File: src/rtl/core/ltbo_ram.sv
module ltbo_ram #(
  parameter int WIDTH = 8,
  parameter int DEPTH = 256
) (
  input  logic                       clk,
  input  logic                       we,
  input  logic [$clog2(DEPTH)-1:0]   waddr,
  input  logic [WIDTH-1:0]           wdata,
  input  logic [$clog2(DEPTH)-1:0]   raddr,
  output logic [WIDTH-1:0]           rdata
);

  logic [WIDTH-1:0] mem [DEPTH];

  always_ff @(posedge clk) begin
    if (we) begin
      mem[waddr] <= wdata;
    end
    rdata <= mem[raddr];
  end

endmodule

File: config.mk
export PLATFORM = sky130hd
export DESIGN_NAME = ltbo_ram
export DESIGN_NICKNAME = d
export VERILOG_FILES = /design/src/rtl/core/ltbo_ram.sv
export SDC_FILE = /design/constraint.sdc
export NUM_CORES = 2
export LEC_CHECK = 0
export BUFFER_PORTS_ARGS = -buffer_cell sky130_fd_sc_hd__buf_2
export CAP_MARGIN = 15
export CELL_PAD_IN_SITES_DETAIL_PLACEMENT = 1
export CELL_PAD_IN_SITES_GLOBAL_PLACEMENT = 2
export CORE_ASPECT_RATIO = 0.8
export CORE_MARGIN = 8
export CORE_UTILIZATION = 25
export DETAILED_ROUTE_END_ITERATION = 8
export PLACE_DENSITY_LB_ADDON = 0.25
export SLEW_MARGIN = 15
export SYNTH_ARGS = -nofsm -noshare
export SYNTH_HDL_FRONTEND = slang
export SYNTH_SLANG_ARGS = --single-unit
File: constraint.sdc
create_clock -name clk -period 2.8 [get_ports clk]
set_clock_uncertainty 0.15 [all_clocks]
set_input_delay 0.14 -clock clk [delete_from_list [all_inputs] [get_ports clk]]
set_output_delay 0.14 -clock clk [all_outputs]
set_load 0.05 [all_outputs]
## Word-level counts from Yosys, hierarchy flattened

Memories as Yosys holds them, arrays and structs flattened. A register that Yosys moved wholly into a read port is not among the register bits.
Cells that the tools add are included.

- Bits in registers: 0
- Bits in writable memories: 2048
- Input port bits: 26
- Output and inout bits: 8
- Logic and storage cells: 3
- Memories: 1

- Mux-type cells: 2

Memories:

| memory | words | width | read ports | clocked after Yosys merged registers in | wr ports | line | source |
|---|---|---|---|---|---|---|---|
| mem | 256 | 8 | 1 | 1 | 1 | 13 | `logic [WIDTH-1:0] mem [DEPTH];` |

Operators by type and width:

| operator | count |
|---|---|
| $mux 1 | 2 |

## Longest topological paths before layout

- Word-level depth: 2
- Gate-level depth with buffers: 11

## Worst setup path after synthesis

No wires, ideal clock.

- Kind: input -> register
- From: in raddr[0]
- To: reg rdata[2] (read register of mem)
- Setup time: 0.131 ns
- Arrival time: 1.947 ns
- Path slack: 0.572 ns
- Stages on the path: 9
- Path through: buf_6 -> buf_12 -> buf_8 -> buf_2 -> mux4_2 -> a22oi_1 -> a21oi_1 -> nor4_1 -> nor4_2

RTL lines:

| item | line | source |
|---|---|---|
| start, declared | 9 | `input logic [$clog2(DEPTH)-1:0] raddr,` |
| end, declared | 10 | `output logic [WIDTH-1:0] rdata` |

==> results.yml <==
finish:
  layout.nets: 4532
  fin_area_mm2: 0.0971
  nFillCells: 32000
  mostFrequentLayoutCell: "edfxtp_1"
  mostFrequentLayoutCells: "2048 x edfxtp_1, 649 x buf_4, 454 x mux4_2, 279 x nor2_1, 215 x clkbuf_16"
  synthToLayoutAreaGrowth_pct: 22.1
  layout-drive-gt1-share: 0.327
synthesis:
  yosys.area_share.simple: 0.0263
  synth_cells: 3733
  synth_xor_area_frac: 0
  syn_area_per_cell_um2: 21.3
  synth_edf_count: 2048
  synth_compound_area_frac: 0.0342
  syn_area_mm2: 0.0796
  yosysSeqAreaShare: 0.775
  yosysTopAreaCell: "edfxtp_1"
  async_reset_ff_frac: 0
  synthMuxAreaShare: 0.146
  yosysTopAreaCellShare: 0.773
  synth.area.top_cells: "edfxtp_1 77%, mux4_2 13%, mux2i_1 1.7%"
  synth_fa_ha_area_frac: 0
  synth_cell_types: 55
  yosys_warnings: 0
  syn-num-nets: 3759
  dominantRegCellSynth: "edfxtp_1"
  yosys_register_bits: 2056
  synth_top_family_by_area: "multiplexers"
power:
  p_per_area_mw_per_mm2: 673
  leakagePower_nw: 30.8
  power_frac_seq: 0.520
  internal-power_mw: 50.7
  p_sw_mw: 14.6
  total_power_mw: 65.3
  power_frac_comb: 0.062
  clkPwrFrac: 0.418
  ir_drop_mv: 0.488
  switching_share: 0.224
route:
  routed_wl_mm: 251
  wire_per_inst_um: 28.3
  drt-pass1-iter-count: 5
  post-route-drc-count: 0
  drt-initial-drc-count: 3872
  vias_per_cell: 4.64
  vias: 41200
  ant_nets: 0
setup_path:
  crit_start: "mem[82][1]"
  crit_path_top_delay_cell: "nor4_2"
  cp-end-kind: "register"
  crit_buf_inv: 1
  path_cells: "mux4_2 -> mux4_2 -> nor2b_1 -> nor4_2 -> buf_4 -> nor4_1"
  path_class: "reg2reg"
  reg2reg_to: "rdata[1]"
  rr_startpoint: "mem[82][1]"
  endpoint: "rdata[1]"
  cp.arrival_ps: 3350
  path_max_fanout: 1
  r2r_slack_ps: 50
  r2r_cells: 6
  cp_top_family: "multiplexers"
  cpPeakStageDelay_ps: 590
  critPathRequiredTime_ps: 3400
  critPathLaunchType: "register"
  cp_num_cells: 6
  cpMostUsedCell: "mux4_2"
clock_network:
  cts_setup_buffers: 0
  clock_latency_ps: 890
  cts-htree-levels: 4
  clk_path_buf_depth: 4
  cts_tree: "done"
  cts_buffers: 213
  path_clk_slew_ps: 60
  cts_sinks: 2056
  clockRootBuffer: "clkbuf_16"
place:
  portBuffers: 33
  placed_cell_area_mm2: 0.0904
  dp_hpwl_mm: 166
  gp_congestion: 0.767
job:
  drv_cap: 0
sta:
  fmax_mhz: 363
  timing.final.crit_share: 0.984
  slew_violations: 0
  maxSlewHeadroom: 0.259
  rsz0062_at_grt: "false"
  finalCriticalPeriod_ps: 2750
  hold_viol: 0
  setup_viol_count_final: 0
  worst_pin_slew_ps: 1110
global_routing:
  grt_pass1_wl_mm: 350
  first_global_vias: 42900
  grtUsageTotal: 0.145
  grt_antenna_before_repair: 18
  grt_max_degree: 100
  overflow: 0
floorplanning:
  core-area_mm2: 0.317
  start_util: 0.251
  die_w_um: 647
  ioPinCount: 34
  die_area_mm2: 0.337
  fp.dieH_um: 521
  rows: 185
status:
  outcome: "complete, no violations"
min_path:
  hp-class: "in2reg"
[per-layer routing]
| metal | vias up | part of all wire | routed length (µm) | global-route usage |
|---|---|---|---|---|
| met4 | 0 | 0.015 | 3730 | 0.0240 |
| met2 | 979 | 0.44 | 111000 | 0.218 |
| li1 | 17300 | - | - | - |
| met1 | 22700 | 0.50 | 125000 | 0.224 |
| met5 | - | 0 | 0 | 0 |
| met3 | 270 | 0.049 | 12300 | 0.0237 |
[cells in the mapped netlist (8+ instances only)]
cell / instances
nand3_1: 34
nor2_1: 282
nor3_1: 22
buf_8: 13
o21ai_0: 10
o211ai_1: 10
buf_12: 8
a221oi_1: 13
buf_1: 22
mux4_2: 454
clkbuf_1: 111
nor4_1: 24
dfxtp_1: 8
a22o_1: 8
edfxtp_1: 2048
nand2_1: 33
o221ai_1: 46
mux2i_1: 134
a21oi_1: 96
a22oi_1: 133
buf_6: 21
buf_2: 31
nand2b_1: 8
a211oi_1: 16
nor2b_1: 31
buf_4: 27
nand4_1: 10
o22ai_1: 28
[through the flow]
step	setup WS [ps]	utilization	hold slack, ps	cells	setup TNS, ps
after floorplan	572	-	88.9	3733	0
after global placement	-788	0.285	441	8478	-4070
after detailed placement	-773	0.285	448	8478	-3840
after CTS	20.1	0.306	70.6	8877	0
after global routing	17.3	0.306	106	8877	0
final	46.0	0.306	135	8879	0
[state kept, by name (all words and copies together), names as in the netlist]
register,cells
mem,2048
rdata,8
[cells by family after synthesis]
logic type	after synthesis
multiplexers	591
AND/OR/NAND/NOR	466
flip-flops	2056
AO/OA/AOI/OAI	385
buffers and inverters	235
[how the worst min path moves through the flow]
stage          startpoint           to  slack [ps]  cells after the start
2_1_floorplan    wdata[0]    mem[0][0]          90                      0
3_3_place_gp     wdata[6]   mem[38][6]         440                      1
3_5_place_dp     wdata[6]   mem[46][6]         450                      1
4_1_cts          wdata[0]  mem[193][0]          70                      2
5_1_grt          wdata[0]  mem[241][0]         110                      2
6_report         wdata[0]  mem[241][0]         140                      2
[power by group through the flow]
stage | Combinational [mW] | Clock, mW | Sequential, mW
floorplan | 1.65 | 0 | 34.7
global placement | 4.04 | 0 | 34.6
detailed placement | 4.06 | 0 | 34.6
CTS | 4.11 | 28.1 | 34.0
global route | 4.26 | 29.2 | 34.0
finish | 4.03 | 27.3 | 34.0
[final cells by class]
cell class              instances  area, µm²  share of cell area
flip-flops and latches       2056      61700               0.635
inverters                       2       7.51           0.0000773
clock inverters                90        757             0.00779
repair buffers                791       7150              0.0736
multi-input cells            1442      16600               0.171
well taps                    4207       5260              0.0542
clock buffers                 289       5720              0.0589
diodes                          2       5.00           0.0000515
[what timing repair did]
action / in CTS / in global routing
gates resized for setup: 8 / 1
hold buffers: 20 / 0
hold endpoints to repair: 2281 / 0
endpoints found under the setup margin: 4 / 1
No activity file was read; power rests on OpenSTA's default activity.
